### src/design/utf16le_to_utf8_transcoder_top_assert.svh
// Assertion macros used by the transcoder back end.
// No dependencies; compiled out when SYNTH is defined.
`ifndef UTF16LE_TO_UTF8_TRANSCODER_TOP_ASSERT_SVH
`define UTF16LE_TO_UTF8_TRANSCODER_TOP_ASSERT_SVH
`ifndef SYNTH
// Clocked check, masked while reset is asserted
`define U16U8_ASSERT(lbl, clk, rst_n, prop, msg) \
    lbl: assert property (@(posedge clk) disable iff (!rst_n) prop) else $error(msg);
// Clocked check that also holds during reset
`define U16U8_ASSERT_ALWAYS(lbl, clk, prop, msg) \
    lbl: assert property (@(posedge clk) prop) else $error(msg);
`else
`define U16U8_ASSERT(lbl, clk, rst_n, prop, msg)
`define U16U8_ASSERT_ALWAYS(lbl, clk, prop, msg)
`endif
`endif

### src/design/u16u8_pkg.sv
// Types, constants and the BMP encoder shared by the transcoder modules.
// No dependencies.
package u16u8_pkg;

    localparam int MAX_BYTES = 6;
    localparam int CNT_W     = 3;

    localparam logic [15:0] SURR_HI_MIN = 16'hD800;
    localparam logic [15:0] SURR_HI_MAX = 16'hDBFF;
    localparam logic [15:0] SURR_LO_MIN = 16'hDC00;
    localparam logic [15:0] SURR_LO_MAX = 16'hDFFF;
    localparam logic [20:0] CP_BASE     = 21'h10000;
    localparam logic [15:0] LIM_ONE     = 16'h0080;
    localparam logic [15:0] LIM_TWO     = 16'h0800;
    localparam logic [7:0]  LEAD_FOUR   = 8'hF0;
    localparam logic [7:0]  LEAD_THREE  = 8'hE0;
    localparam logic [7:0]  LEAD_TWO    = 8'hC0;
    localparam logic [7:0]  CONT_MARK   = 8'h80;

    // encoded BMP unit: up to three bytes, b[0] goes out first
    typedef struct packed {
        logic [2:0][7:0] b;
        logic [1:0]      len;
    } t_seg;

    // one queued job: all bytes caused by one input beat
    typedef struct packed {
        logic [MAX_BYTES-1:0][7:0] bytes;
        logic [CNT_W-1:0]          count;
    } t_job;

    function automatic t_seg enc_bmp(input logic [15:0] u);
        t_seg s;
        s = '0;
        if (u < LIM_ONE) begin
            s.b[0] = u[7:0];
            s.len  = 2'd1;
        end else if (u < LIM_TWO) begin
            s.b[0] = LEAD_TWO | {3'b000, u[10:6]};
            s.b[1] = CONT_MARK | {2'b00, u[5:0]};
            s.len  = 2'd2;
        end else begin
            s.b[0] = LEAD_THREE | {4'b0000, u[15:12]};
            s.b[1] = CONT_MARK | {2'b00, u[11:6]};
            s.b[2] = CONT_MARK | {2'b00, u[5:0]};
            s.len  = 2'd3;
        end
        return s;
    endfunction

endpackage

### src/design/u16u8_in_if.sv
// Input stream interface: one UTF-16 code unit per beat.
// No dependencies.
interface u16u8_in_if;
    logic        valid;
    logic        ready;
    logic [15:0] code_unit;
    logic        last_unit;

    modport source (output valid, output code_unit, output last_unit, input ready);
    modport sink   (input valid, input code_unit, input last_unit, output ready);
endinterface

### src/design/u16u8_out_if.sv
// Output stream interface: one UTF-8 byte per beat.
// No dependencies.
interface u16u8_out_if;
    logic       valid;
    logic       ready;
    logic [7:0] out_byte;
    logic       last_byte;

    modport source (output valid, output out_byte, output last_byte, input ready);
    modport sink   (input valid, input out_byte, input last_byte, output ready);
endinterface

### src/design/u16u8_front.sv
// Front end: accepts code units, tracks the held high surrogate and
// builds the byte list of each beat. Depends on u16u8_pkg, u16u8_in_if.
module u16u8_front
    import u16u8_pkg::*;
(
    input  logic        i_clk,
    input  logic        i_rst_n,
    u16u8_in_if.sink    i_in,
    output logic        o_push_valid,
    input  logic        i_push_ready,
    output t_job        o_job
);

    logic       r_pend;
    logic [9:0] r_hi;
    logic       n_pend;
    logic [9:0] n_hi;

    logic        fire;
    logic        is_high;
    logic        is_low;
    logic        hold;
    t_seg        seg_u;
    t_seg        seg_p;
    logic [20:0] cp;
    t_job        job;

    assign fire       = i_in.valid && i_push_ready;
    assign i_in.ready = i_push_ready;

    // classify and encode
    always_comb begin
        is_high = i_in.code_unit inside {[SURR_HI_MIN:SURR_HI_MAX]};
        is_low  = i_in.code_unit inside {[SURR_LO_MIN:SURR_LO_MAX]};
        hold    = is_high && !i_in.last_unit;
        seg_u   = enc_bmp(i_in.code_unit);
        seg_p   = enc_bmp(SURR_HI_MIN | {6'b000000, r_hi});
        cp      = CP_BASE + {1'b0, r_hi, 10'b0} + {11'b0, i_in.code_unit[9:0]};
        job     = '0;
        n_pend  = r_pend;
        n_hi    = r_hi;
        if (r_pend && is_low) begin
            // surrogate pair: four bytes
            job.bytes[0] = LEAD_FOUR | {5'b00000, cp[20:18]};
            job.bytes[1] = CONT_MARK | {2'b00, cp[17:12]};
            job.bytes[2] = CONT_MARK | {2'b00, cp[11:6]};
            job.bytes[3] = CONT_MARK | {2'b00, cp[5:0]};
            job.count    = CNT_W'(4);
            n_pend       = 1'b0;
            n_hi         = '0;
        end else if (r_pend) begin
            // flush held surrogate (always 3 bytes), then the new unit unless it is held
            job.bytes[0] = seg_p.b[0];
            job.bytes[1] = seg_p.b[1];
            job.bytes[2] = seg_p.b[2];
            if (hold) begin
                job.count = CNT_W'(3);
                n_hi      = i_in.code_unit[9:0];
            end else begin
                job.bytes[3] = seg_u.b[0];
                job.bytes[4] = seg_u.b[1];
                job.bytes[5] = seg_u.b[2];
                job.count    = CNT_W'(3) + CNT_W'(seg_u.len);
                n_pend       = 1'b0;
                n_hi         = '0;
            end
        end else if (hold) begin
            n_pend = 1'b1;
            n_hi   = i_in.code_unit[9:0];
        end else begin
            job.bytes[0] = seg_u.b[0];
            job.bytes[1] = seg_u.b[1];
            job.bytes[2] = seg_u.b[2];
            job.count    = CNT_W'(seg_u.len);
        end
    end

    // held surrogate state
    always_ff @(posedge i_clk) begin
        if (!i_rst_n) begin
            r_pend <= 1'b0;
            r_hi   <= '0;
        end else if (fire) begin
            r_pend <= n_pend;
            r_hi   <= n_hi;
        end
    end

    // beats that cause no byte are not queued
    assign o_push_valid = i_in.valid && (job.count != '0);
    assign o_job        = job;

endmodule

### src/design/u16u8_queue.sv
// Two-entry job queue between front and back end.
// Depends on u16u8_pkg.
module u16u8_queue
    import u16u8_pkg::*;
(
    input  logic i_clk,
    input  logic i_rst_n,
    input  logic i_push_valid,
    output logic o_push_ready,
    input  t_job i_job,
    output logic o_pop_valid,
    input  logic i_pop_ready,
    output t_job o_job
);

    t_job       r_mem [2];
    logic       r_wp;
    logic       r_rp;
    logic [1:0] r_cnt;

    logic push;
    logic pop;

    assign o_push_ready = (r_cnt != 2'd2);
    assign o_pop_valid  = (r_cnt != 2'd0);
    assign push         = i_push_valid && o_push_ready;
    assign pop          = o_pop_valid && i_pop_ready;
    assign o_job        = r_mem[r_rp];

    // storage
    always_ff @(posedge i_clk) begin
        if (push) begin
            r_mem[r_wp] <= i_job;
        end
    end

    // pointers and fill level
    always_ff @(posedge i_clk) begin
        if (!i_rst_n) begin
            r_wp  <= 1'b0;
            r_rp  <= 1'b0;
            r_cnt <= 2'd0;
        end else begin
            if (push) begin
                r_wp <= ~r_wp;
            end
            if (pop) begin
                r_rp <= ~r_rp;
            end
            r_cnt <= r_cnt + {1'b0, push} - {1'b0, pop};
        end
    end

endmodule

### src/design/u16u8_back.sv
// Back end: serializes the head job one byte per beat into an output register.
// Depends on u16u8_pkg, u16u8_out_if, the assertion header.
`include "utf16le_to_utf8_transcoder_top_assert.svh"
module u16u8_back
    import u16u8_pkg::*;
(
    input  logic        i_clk,
    input  logic        i_rst_n,
    input  logic        i_pop_valid,
    output logic        o_pop_ready,
    input  t_job        i_job,
    u16u8_out_if.source o_out
);

    logic [CNT_W-1:0] r_idx;
    logic             r_valid;
    logic [7:0]       r_byte;
    logic             r_last;

    logic load;
    logic at_end;

    assign load        = !r_valid || o_out.ready;
    assign at_end      = (r_idx == i_job.count - CNT_W'(1));
    assign o_pop_ready = load && at_end;

    // byte index within head job, output valid
    always_ff @(posedge i_clk) begin
        if (!i_rst_n) begin
            r_idx   <= '0;
            r_valid <= 1'b0;
        end else if (load) begin
            r_valid <= i_pop_valid;
            if (i_pop_valid) begin
                r_idx <= at_end ? '0 : r_idx + CNT_W'(1);
            end
        end
    end

    // output payload
    always_ff @(posedge i_clk) begin
        if (load && i_pop_valid) begin
            r_byte <= i_job.bytes[r_idx];
            r_last <= at_end;
        end
    end

    assign o_out.valid     = r_valid;
    assign o_out.out_byte  = r_byte;
    assign o_out.last_byte = r_last;

    `U16U8_ASSERT(a_head_nonempty, i_clk, i_rst_n, i_pop_valid |-> (i_job.count != '0), "empty job queued")
    `U16U8_ASSERT(a_idx_range, i_clk, i_rst_n, i_pop_valid |-> (r_idx < i_job.count), "byte index past job end")
    `U16U8_ASSERT_ALWAYS(a_mid_job_head, i_clk, (i_rst_n && r_idx != '0) |-> i_pop_valid, "job lost mid-serialization")

endmodule

### src/design/utf16le_to_utf8_transcoder_top.sv
// Top level of the UTF-16LE to UTF-8 transcoder.
// Depends on u16u8_pkg, both stream interfaces, front, queue and back modules.
//
//  channel  dir  payload                      beat
//  i_in     in   code_unit[15:0], last_unit   one UTF-16 code unit
//  o_out    out  out_byte[7:0], last_byte     one UTF-8 byte
//
// One output byte per cycle from the back end's serializer while o_out.ready holds;
// an input beat causes 0 to 6 bytes and is accepted while the queue has room.
// The first byte of a beat passes the queue write, then the output register,
// before it is valid.
// A two-entry job queue lets input be taken while output is stalled.
// Synchronous active-low reset clears the held surrogate, queue and output.
module utf16le_to_utf8_transcoder_top
    import u16u8_pkg::*;
(
    input  logic        i_clk,
    input  logic        i_rst_n,
    u16u8_in_if.sink    i_in,
    u16u8_out_if.source o_out
);

    logic push_valid;
    logic push_ready;
    t_job push_job;
    logic pop_valid;
    logic pop_ready;
    t_job pop_job;

    u16u8_front u_front (
        .i_clk        (i_clk),
        .i_rst_n      (i_rst_n),
        .i_in         (i_in),
        .o_push_valid (push_valid),
        .i_push_ready (push_ready),
        .o_job        (push_job)
    );

    u16u8_queue u_queue (
        .i_clk        (i_clk),
        .i_rst_n      (i_rst_n),
        .i_push_valid (push_valid),
        .o_push_ready (push_ready),
        .i_job        (push_job),
        .o_pop_valid  (pop_valid),
        .i_pop_ready  (pop_ready),
        .o_job        (pop_job)
    );

    u16u8_back u_back (
        .i_clk       (i_clk),
        .i_rst_n     (i_rst_n),
        .i_pop_valid (pop_valid),
        .o_pop_ready (pop_ready),
        .i_job       (pop_job),
        .o_out       (o_out)
    );

endmodule
### src/flat_wrapper.sv
// flat-port wrapper written by rule: the top's interface ports become plain ports
module utf16le_to_utf8_transcoder_top_flat import u16u8_pkg::*;
  (i_clk, i_rst_n, i_in_valid, i_in_code_unit, i_in_last_unit, i_in_ready, o_out_valid, o_out_out_byte, o_out_last_byte, o_out_ready);
  u16u8_in_if i_in_i ();
  u16u8_out_if o_out_i ();
  input  logic i_clk;
  input  logic i_rst_n;
  input wire logic [$bits(i_in_i.valid)-1:0] i_in_valid;
  input wire logic [$bits(i_in_i.code_unit)-1:0] i_in_code_unit;
  input wire logic [$bits(i_in_i.last_unit)-1:0] i_in_last_unit;
  output wire logic [$bits(i_in_i.ready)-1:0] i_in_ready;
  output wire logic [$bits(o_out_i.valid)-1:0] o_out_valid;
  output wire logic [$bits(o_out_i.out_byte)-1:0] o_out_out_byte;
  output wire logic [$bits(o_out_i.last_byte)-1:0] o_out_last_byte;
  input wire logic [$bits(o_out_i.ready)-1:0] o_out_ready;
  assign i_in_i.valid = i_in_valid;
  assign i_in_i.code_unit = i_in_code_unit;
  assign i_in_i.last_unit = i_in_last_unit;
  assign i_in_ready = i_in_i.ready;
  assign o_out_valid = o_out_i.valid;
  assign o_out_out_byte = o_out_i.out_byte;
  assign o_out_last_byte = o_out_i.last_byte;
  assign o_out_i.ready = o_out_ready;
  utf16le_to_utf8_transcoder_top u_core (.i_clk(i_clk), .i_rst_n(i_rst_n), .i_in(i_in_i), .o_out(o_out_i));
endmodule
### config.mk
export PLATFORM = sky130hd
export DESIGN_NAME = utf16le_to_utf8_transcoder_top_flat
export DESIGN_NICKNAME = d
export VERILOG_FILES = /design/src/design/u16u8_pkg.sv /design/src/design/u16u8_in_if.sv /design/src/design/u16u8_out_if.sv /design/src/design/u16u8_front.sv /design/src/design/u16u8_queue.sv /design/src/design/u16u8_back.sv /design/src/design/utf16le_to_utf8_transcoder_top.sv /design/src/flat_wrapper.sv
export VERILOG_INCLUDE_DIRS = /design/src /design/src/design
export SDC_FILE = /design/constraint.sdc
export NUM_CORES = 1
export LEC_CHECK = 0
export ABC_AREA = 0
export BUFFER_PORTS_ARGS = -buffer_cell sky130_fd_sc_hd__buf_2
export CORE_ASPECT_RATIO = 1.5
export CORE_MARGIN = 8
export CORE_UTILIZATION = 40
export CTS_CLUSTER_DIAMETER = 100
export DETAILED_ROUTE_END_ITERATION = 12
export PLACE_DENSITY_LB_ADDON = 0.12
export SLEW_MARGIN = 25
export SYNTH_ARGS = -nofsm -noshare
export SYNTH_HDL_FRONTEND = slang
export SYNTH_SLANG_ARGS = --single-unit
### constraint.sdc
create_clock -name i_clk -period 7.7 [get_ports i_clk]
set_input_delay 1.54 -clock i_clk [delete_from_list [all_inputs] [get_ports i_clk]]
set_output_delay 1.54 -clock i_clk [all_outputs]
set_load 0.01 [all_outputs]
### After elaboration in Yosys (flattened, before gate mapping)

Memory sizes are Yosys's and may differ from the RTL's. A register that Yosys moved wholly into a read port is not among the register bits.
Cells that the tools add are included.

| word-level totals | value |
|---|---|
| register bits | 28 |
| RAM bits | 102 |
| input port bits | 21 |
| word-level logic and storage cells | 76 |
| memories kept | 1 |

Memories:

| memory | words | width | rd ports | clocked after memory_dff | wr ports | RTL line | source |
|---|---|---|---|---|---|---|---|
| u_core.u_queue.r_mem | 2 | 51 | 1 | 1 | 1 | u16u8_queue.sv:16 | `t_job r_mem [2];` |

| operators by class | value |
|---|---|
| add/subtract/negate cells | 7 |
| $lt $le $gt $ge | 9 |
| equal/unequal tests | 2 |
| mux-type cells | 28 |
| bitwise gates (word level) | 2 |
| reductions and logical operators | 18 |

Operator list:

| operator | count |
|---|---|
| $mux W16 | 5 |
| $mux W10 | 6 |
| $mux W27 | 2 |
| $mux W24 | 2 |
| $mux W35 | 1 |
| $ge A16 B16 Y1 const B | 2 |
| $le A16 B16 Y1 const B | 2 |
| $lt A16 B12 Y1 const B | 2 |
| $lt A16 B8 Y1 const B | 2 |
| $bmux W8 S3 | 1 |
| $mux W8 | 3 |
| $add A17 B20 Y21 const A | 1 |
| $add A21 B10 Y21 | 1 |
| $logic_and A1 B1 Y1 | 10 |
| $mux W1 | 6 |
| $mux W3 | 2 |
| $reduce_bool A3 Y1 | 2 |
| $lt A3 B4 Y1 const B | 1 |
| $reduce_and A2 Y1 | 2 |
| $add A2 B2 Y3 const A | 1 |
| $add A3 B1 Y3 const B | 1 |
| $eq A3 B3 Y1 | 1 |
| $sub A3 B1 Y3 const B | 1 |
| $add A2 B1 Y2 | 1 |
| 6 further kinds | 8 |

### Longest topological paths before layout

Gate-level depths: netlist of the first run.

| logic depth | value |
|---|---|
| depth after elaboration | 12 |
| gate-level depth with buffers | 13 |
| gate-level depth less buffers | 11 |

### Hierarchy

Synthesis of the first run repeated with hierarchy kept, for this count alone.

| unflattened totals | value |
|---|---|
| cell total of the unflattened synthesis | 424 |
| area, all modules | 6,382.4 µm² |

Modules (own cells, without submodules):

| module | instances | cells an instance | area each (µm²) |
|---|---|---|---|
| u16u8_queue | 1 | 183 | 4,170.2 |
| u16u8_front | 1 | 164 | 1,282.5 |
| u16u8_back | 1 | 77 | 929.6 |

### Worst setup path after synthesis of the first run

Ideal clock, no wire load.

| path | value |
|---|---|
| kind | input -> register |
| from | in i_in_code_unit[11] |
| to | mem u_core.u_queue.r_mem[0][0] (netlist bit), enable pin |
| setup time | 452 ps |
| data arrival time | 4,054 ps |
| setup slack | 3,195 ps |
| stages on the path | 5 |
| buffers on the path | 1 |
| path through | buf_2 -> nand3_4 -> or4_4 -> o21ai_2 -> nor2_1 |

| between the ends | value |
|---|---|
| cells in the longest elaborated chain, start to end | 12 |

RTL lines:

| what | RTL line | source |
|---|---|---|
| from (decl) | flat_wrapper.sv:9 | `input wire logic [$bits(i_in_i.code_unit)-1:0] i_in_code_unit;` |
| $lt A16 B12 Y1 | u16u8_pkg.sv:38 | `end else if (u < LIM_TWO) begin` |
| $mux W16 | u16u8_pkg.sv:38 |  |
| $mux W10 | u16u8_pkg.sv:35 | `if (u < LIM_ONE) begin` |
| $add A2 B2 Y3 | u16u8_front.sv:63 | `job.count = CNT_W'(3) + CNT_W'(seg_u.len);` |
| $mux W3 | u16u8_front.sv:56 | `if (hold) begin` |
| $mux W27 | u16u8_front.sv:51 | `end else if (r_pend) begin` |
| $mux W35 * | u16u8_front.sv:42 | `if (r_pend && is_low) begin` |
| $reduce_bool A3 Y1 * | u16u8_front.sv:90 | `assign o_push_valid = i_in.valid && (job.count != '0);` |
| $logic_and A1 B1 Y1 * | u16u8_front.sv:90 |  |
| $logic_and A1 B1 Y1 * | u16u8_queue.sv:26 | `assign push = i_push_valid && o_push_ready;` |
| $mux W1 * | u16u8_queue.sv:32 | `if (push) begin` |
| $mux W1 (not written as such) * | u16u8_queue.sv:33 | `r_mem[r_wp] <= i_job;` |
| to (decl) | u16u8_queue.sv:16 |  |

Mark *: on every way between the ends. The rest lies on a longest branch, timed or not.

### Worst setup path in the final report of the first run

| path | value |
|---|---|
| from | in i_in_code_unit[13] |
| to | reg u_core.u_queue.r_cnt[1] |

| between the ends | value |
|---|---|
| cells in the longest elaborated chain, start to end | 12 |

RTL lines:

| what | RTL line | source |
|---|---|---|
| $lt A16 B12 Y1 | u16u8_pkg.sv:38 |  |
| $mux W16 | u16u8_pkg.sv:38 |  |
| $mux W10 | u16u8_pkg.sv:35 |  |
| $add A2 B2 Y3 | u16u8_front.sv:63 |  |
| $mux W3 | u16u8_front.sv:56 |  |
| $mux W27 | u16u8_front.sv:51 |  |
| $mux W35 * | u16u8_front.sv:42 |  |
| $reduce_bool A3 Y1 * | u16u8_front.sv:90 |  |
| $logic_and A1 B1 Y1 * | u16u8_front.sv:90 |  |
| $logic_and A1 B1 Y1 * | u16u8_queue.sv:26 |  |
| $add A2 B1 Y2 * | u16u8_queue.sv:50 | `r_cnt <= r_cnt + {1'b0, push} - {1'b0, pop};` |
| $sub A2 B1 Y2 * | u16u8_queue.sv:50 |  |
| to (signal assigned) | u16u8_queue.sv:50 |  |
| to (decl) | u16u8_queue.sv:19 | `logic [1:0] r_cnt;` |

Marked as above.
A chain may end at the register's enable or synchronous reset.

==> results.md, run 1 <==
- Synth cell count leaders: 103 x edfxtp_1, 24 x mux2i_1, 21 x mux4_2, 20 x dfxtp_1, 17 x nor2_1
- Synth Area in XOR/XNOR: 1.57%
- Sw Ratio: 24.9%
- CTS Root Cell: clkbuf_16
- # resized after CTS: 0
- Final period util: 43.8%
- Largest family of logic cells by synthesized area: multiplexers
- Placement Cell Area: 5910 um^2
- TritonCTS clock tree: done
- Max-cap viol count: 0
- Postcts setup bufs: 0
- P_int: 0.00150 W
- Area of the core: 13800 um^2
- Drt via density: 5.82
- CP Launch Point: i_in_code_unit[13]
- DRC Markers: 0
- Total track usage: 15.1%
- Synth top area share: 55.5%
- Slew Viols, Final: 0
- Overflow after GRT: 0
- Final min period: 3.37 ns
- Setup violations, final: 0
- RSZ-0062 raised after global routing: false
- Netlist cell types: 51
- Num CTS Buffers: 17
- Post-synthesis sequential area ratio: 62.7%
- Top-count cell post-synth: edfxtp_1
- Sw power: 0.000498 W
- Combinational Power Share: 15.7%
- Syn Inst Count: 376
- Die area: 18000 um^2
- Final wirelength: 13.1 mm
- Setup CP Type: input port to register
- Antenna viol nets, final: 0
- Antenna violations before repair: 0
- #FFs+latches synth: 123
- Clock sinks: 123
- RePlAce Congestion: 0.861
- Setup crit end kind: register
- Worst EP required: 8.00 ns
- I/O pins: 32
- Largest cells by area after synthesis: edfxtp_1 56%, mux4_2 8.5%, dfxtp_1 7.2%
- Pwr dens: 306 nW/um^2
- Post-Syn Area: 5570 um^2
- Hold Buf Count CTS: 0
- Starting Density: 40.4%
- Wire per inst: 22.1 um
- Register share of total power: 43.2%
- Net count, final: 439
- Hold_sp: u_core.u_queue.r_rp
- First DRT Iteration DRCs: 214
- Pin count of the biggest net entering global routing: 42
- Net count after synthesis: 402
- Vias in the first global route: 3671
- Max_slew headroom: 38.8%
- Hold Fails Final Rpt: 0
- Clock power frac: 41.1%
- Largest vdd supply drop: 0.141 mV
- Post-Synth Simple-Gate Area: 9.23%
- Max Freq: 0.296 GHz
- Number of flops mapped to enable cells by yosys: 103
- Final instance area: 6540 um^2
- Peak fanout along the critical path: 6
- Die Span Y: 161 um
- P_leak: 2.22 nW
- Synth area leader: edfxtp_1
- Drt pass-1 iters: 5
- Total negative setup slack: 0 ns
- CTS H-tree depth: 4
- Mux contribution to synthesized area: 13.0%
- Avg Inst Size Synth: 14.8 um^2
- Synth warn: 0
- CP Launch Type: input port
- Tightest Hold Check Type: register to register
- WP data arrival: 3.67 ns
- Final Skew: 0.00633 ns
- CTS Buffer Depth: 2
- Adder-cell share of the synthesized area: 1.12%
- DP Wirelength: 9.13 mm
- Top FF cell, synth: edfxtp_1
- Asr flop ratio synth: 0%
- Later-pin clock latency in the skew report: 0.41 ns
- Worst Tran Pin Value: 0.911 ns
- Synth Area in Compound Gates: 10.1%
- Antenna Cells: 0
- Number of placement rows: 53
- Vias: 3442
- Share of cells above drive strength 1: 24.9%
- Die W: 112 um
- Area Overhead vs Synth: 17.3%
- # port buffers: 31
- First-pass GRT wire length: 20.7 mm
- Clock-pin slew on the worst setup and hold paths: 0.05 ns
- Outcome: finished clean
==> power groups by stage <==
stage	Combinational, W	Clock (W)	Sequential (W)
6_report	0.000314	0.000821	0.000863
5_1_grt	0.000343	0.000860	0.000872
4_1_cts	0.000321	0.000836	0.000865
3_5_place_dp	0.000320	0	0.000878
3_3_place_gp	0.000320	0	0.000875
2_1_floorplan	0.000220	0	0.000870
==> per-stage QoR <==
step           power (W)  util [%]  hold WS, ns  setup slack, ns  instances
2_1_floorplan    0.00109         -        0.451             3.19        376
3_3_place_gp     0.00120      42.8        0.452             3.95        559
5_1_grt          0.00208      47.4        0.517             4.20        591
3_5_place_dp     0.00120      42.8        0.474             3.91        559
6_report         0.00200      47.4        0.474             4.33        591
4_1_cts          0.00202      47.4        0.482             4.22        591
==> logic make-up after synthesis <==
kind of cell             after synthesis
multiplexers                          46
buffers and inverters                 31
adder cells (fa/ha/maj)                5
XOR/XNOR                              10
AO/OA/AOI/OAI                         77
flip-flops                           123
AND/OR/NAND/NOR                       84
==> sequential cells by signal, indices dropped and copies added (netlist names), named ones only <==
signal                         count
u_core.u_queue.r_rp                1
u_core.u_back.o_out.out_byte       8
u_core.u_back.o_out.valid          1
u_core.u_back.o_out.last_byte      1
u_core.u_queue.r_cnt               2
u_core.u_front.r_hi               10
u_core.u_queue.r_mem              94
u_core.u_front.r_pend              1
u_core.u_back.r_idx                3
u_core.u_queue.r_wp                1
==> layout make-up <==
type / count / area, um^2
Clock buffer: 23 / 522
Fill cell: 1224 / 7260
Clock inverter: 9 / 105
Sequential cell: 123 / 3500
Timing Repair Buffer: 36 / 193
Multi-Input combinational cell: 222 / 1960
Inverter: 13 / 48.8
Tap cell: 165 / 206
==> metal layers <==
metal	vias to the layer above	GRT usage (%)	wire length, um
met5	-	0	0
met4	0	7.02	341
met3	23	3.42	576
met2	108	25.6	6680
met1	1743	17.8	5490
li1	1568	-	-
==> layout by cell type (no fill, tap or decap), drive strengths merged, types with 13 or more instances in the layout <==
| master | n |
|---|---|
| edfxtp | 103 |
| buf | 36 |
| o21ai | 13 |
| mux4 | 21 |
| inv | 13 |
| clkbuf | 23 |
| mux2i | 24 |
| o22ai | 14 |
| dfxtp | 20 |
| nor2 | 19 |
==> worst max-delay path, cell delays in order <==
cell and delay, ns:
buf_2 0.15, nand2b_1 0.27, or4_4 0.51, o21ai_2 0.35, ha_1 0.30, inv_1 0.06, ha_1 0.15, xnor2_1 0.13
xnor2_1 0.08, and2_1 0.15
==> worst paths after layout <==
kind,slack (ns),depth (start not counted),endpoint
max,4.33,10,u_core.u_queue.r_cnt[1]
min,0.47,2,register
max reg2reg,4.62,10,u_core.u_queue.r_cnt[1]
min reg2reg,0.47,2,register
(Power assumes the default switching activity.)
==> run 2, diff against run 1 <==
==> constraint.sdc (replaced) <==
create_clock -name i_clk -period 2.9 [get_ports i_clk]
set_input_delay 0.58 -clock i_clk [delete_from_list [all_inputs] [get_ports i_clk]]
set_output_delay 0.58 -clock i_clk [all_outputs]
set_load 0.01 [all_outputs]
==> run 2 against run 1 <==
Routed wire length increased by 0.28%. Global-route usage increased by 0.28 points. Power increased to 2.5 times the previous value. Clock skew decreased by 0.00061 ns. Non-clock buffer count increased by 14. First-iteration DRC count decreased by 13%. Register-to-register slack got worse by 4.2 ns.
==> results.md, run 2 (same netlist as run 1, synthesis figures left out) <==
- Hold Fails Final Rpt: 0
- Setup crit end kind: register
- Total negative setup slack: 0 ns
- P_leak: 2.23 nW
- WP data arrival: 2.77 ns
- Starting Density: 40.4%
- Peak fanout along the critical path: 7
- Final Non-Filler Cells: 605
- # port buffers: 31
- Setup violations, final: 0
- Final wirelength: 13.1 mm
- Pwr dens: 770 nW/um^2
- Wire per inst: 21.7 um
- First-pass GRT wire length: 21.1 mm
- Vias: 3469
- Net count, final: 453
- Max Freq: 0.404 GHz
- # resized after CTS: 0
- Top reg by flops: u_core.u_queue.r_mem
- DRC Markers: 0
- Later-pin clock latency in the skew report: 0.41 ns
- Outcome: finished clean
- Area Overhead vs Synth: 18.0%
- Overflow after GRT: 0
- Antenna Cells: 0
- Die area: 18000 um^2
- Max-cap viol count: 0
- CTS Root Cell: clkbuf_16
- Tightest Hold Check Type: input port to register
- Die W: 112 um
- Vias in the first global route: 3703
- Largest register FFs: 94
- Pin count of the biggest net entering global routing: 40
- Hold Buf Count CTS: 0
- Drt pass-1 iters: 4
- Final Util: 47.7%
- Number of placement rows: 53
- Drt via density: 5.73
- Setup CP Type: register to register
- Postcts setup bufs: 0
- Clock sinks: 123
- TritonCTS clock tree: done
- CTS Buffer Depth: 2
- I/O pins: 32
- RePlAce Congestion: 0.887
- Total track usage: 15.4%
- Max_slew headroom: 49.7%
- Num CTS Buffers: 17
- First DRT Iteration DRCs: 187
- Antenna viol nets, final: 0
- Share of cells above drive strength 1: 26.6%
- Placed cell count: 573
- Area of the core: 13800 um^2
- Slew Viols, Final: 0
- Final period util: 85.3%
- Final Skew: 0.00571 ns
- Commonest non-fill, non-tap cell in the layout: edfxtp_1
- Die Span Y: 161 um
- Worst EP required: 3.20 ns
- Worst Tran Pin Value: 0.752 ns
- Clock-pin slew on the worst setup and hold paths: 0.05 ns
- Largest vdd supply drop: 0.373 mV
- RSZ-0062 raised after global routing: false
- Final min period: 2.47 ns
- CP Launch Type: register
- DP Wirelength: 9.09 mm
- Fill count: 1234
- Most frequent cells in the layout: 103 x edfxtp_1, 31 x buf_2, 24 x mux2i_1
- CTS H-tree depth: 4
- Antenna violations before repair: 0
==> run 2: layout make-up <==
cell class	instances	area, um^2	share of cell area [%]
Clock buffer	19	433	6.59
Clock inverter	13	104	1.58
Inverter	13	48.8	0.742
Multi-Input combinational cell	222	1960	29.9
Sequential cell	123	3490	53.2
Tap cell	165	206	3.14
Timing Repair Buffer	50	323	4.91
==> run 2: worst paths after layout <==
kind                        from                      end  slack (ns)  cells after the start
max                     register  u_core.u_queue.r_cnt[1]        0.43                     10
min            i_in_code_unit[1]   u_core.u_front.r_hi[1]        0.43                      2
max reg2reg             register  u_core.u_queue.r_cnt[1]        0.43                     10
min reg2reg  u_core.u_queue.r_rp                 register        0.48                      2
==> run 2: critical path: stages, from the launching register on <==
cell and delay [ns]:
dfxtp_2 0.45, mux2i_1 0.31, ha_1 0.29, xnor2_1 0.16, nor4_2 0.31, ha_1 0.28, inv_1 0.06, ha_1 0.15
xnor2_1 0.13, xnor2_1 0.07, and2_1 0.15
==> run 2: where the power goes <==
part,total (W),internal [W],switching [W]
clock network,0.00190,0.00116,0.000741
registers,0.00225,0.00219,0.0000654
logic,0.000904,0.000379,0.000525
==> run 2: per-layer routing <==
| metal | GRT usage [%] | vias to the layer above | part of all wire, % |
|---|---|---|---|
| met2 | 25.6 | 81 | 50 |
| met1 | 18.7 | 1770 | 44 |
| met3 | 3.42 | 22 | 3.4 |
| met5 | 0 | - | 0 |
| met4 | 6.78 | 0 | 2.4 |
| li1 | - | 1596 | - |
==> run 2: stage by stage <==
step | total power, W | hold slack, ns | setup WS [ns] | instance area (um^2)
final | 0.00506 | 0.432 | 0.426 | 6570
after floorplan | 0.00289 | 0.451 | -0.645 | 5570
after CTS | 0.00512 | 0.424 | 0.416 | 6570
after detailed placement | 0.00322 | 0.472 | 0.301 | 6040
after global routing | 0.00528 | 0.435 | 0.157 | 6570
after global placement | 0.00321 | 0.459 | 0.341 | 6040
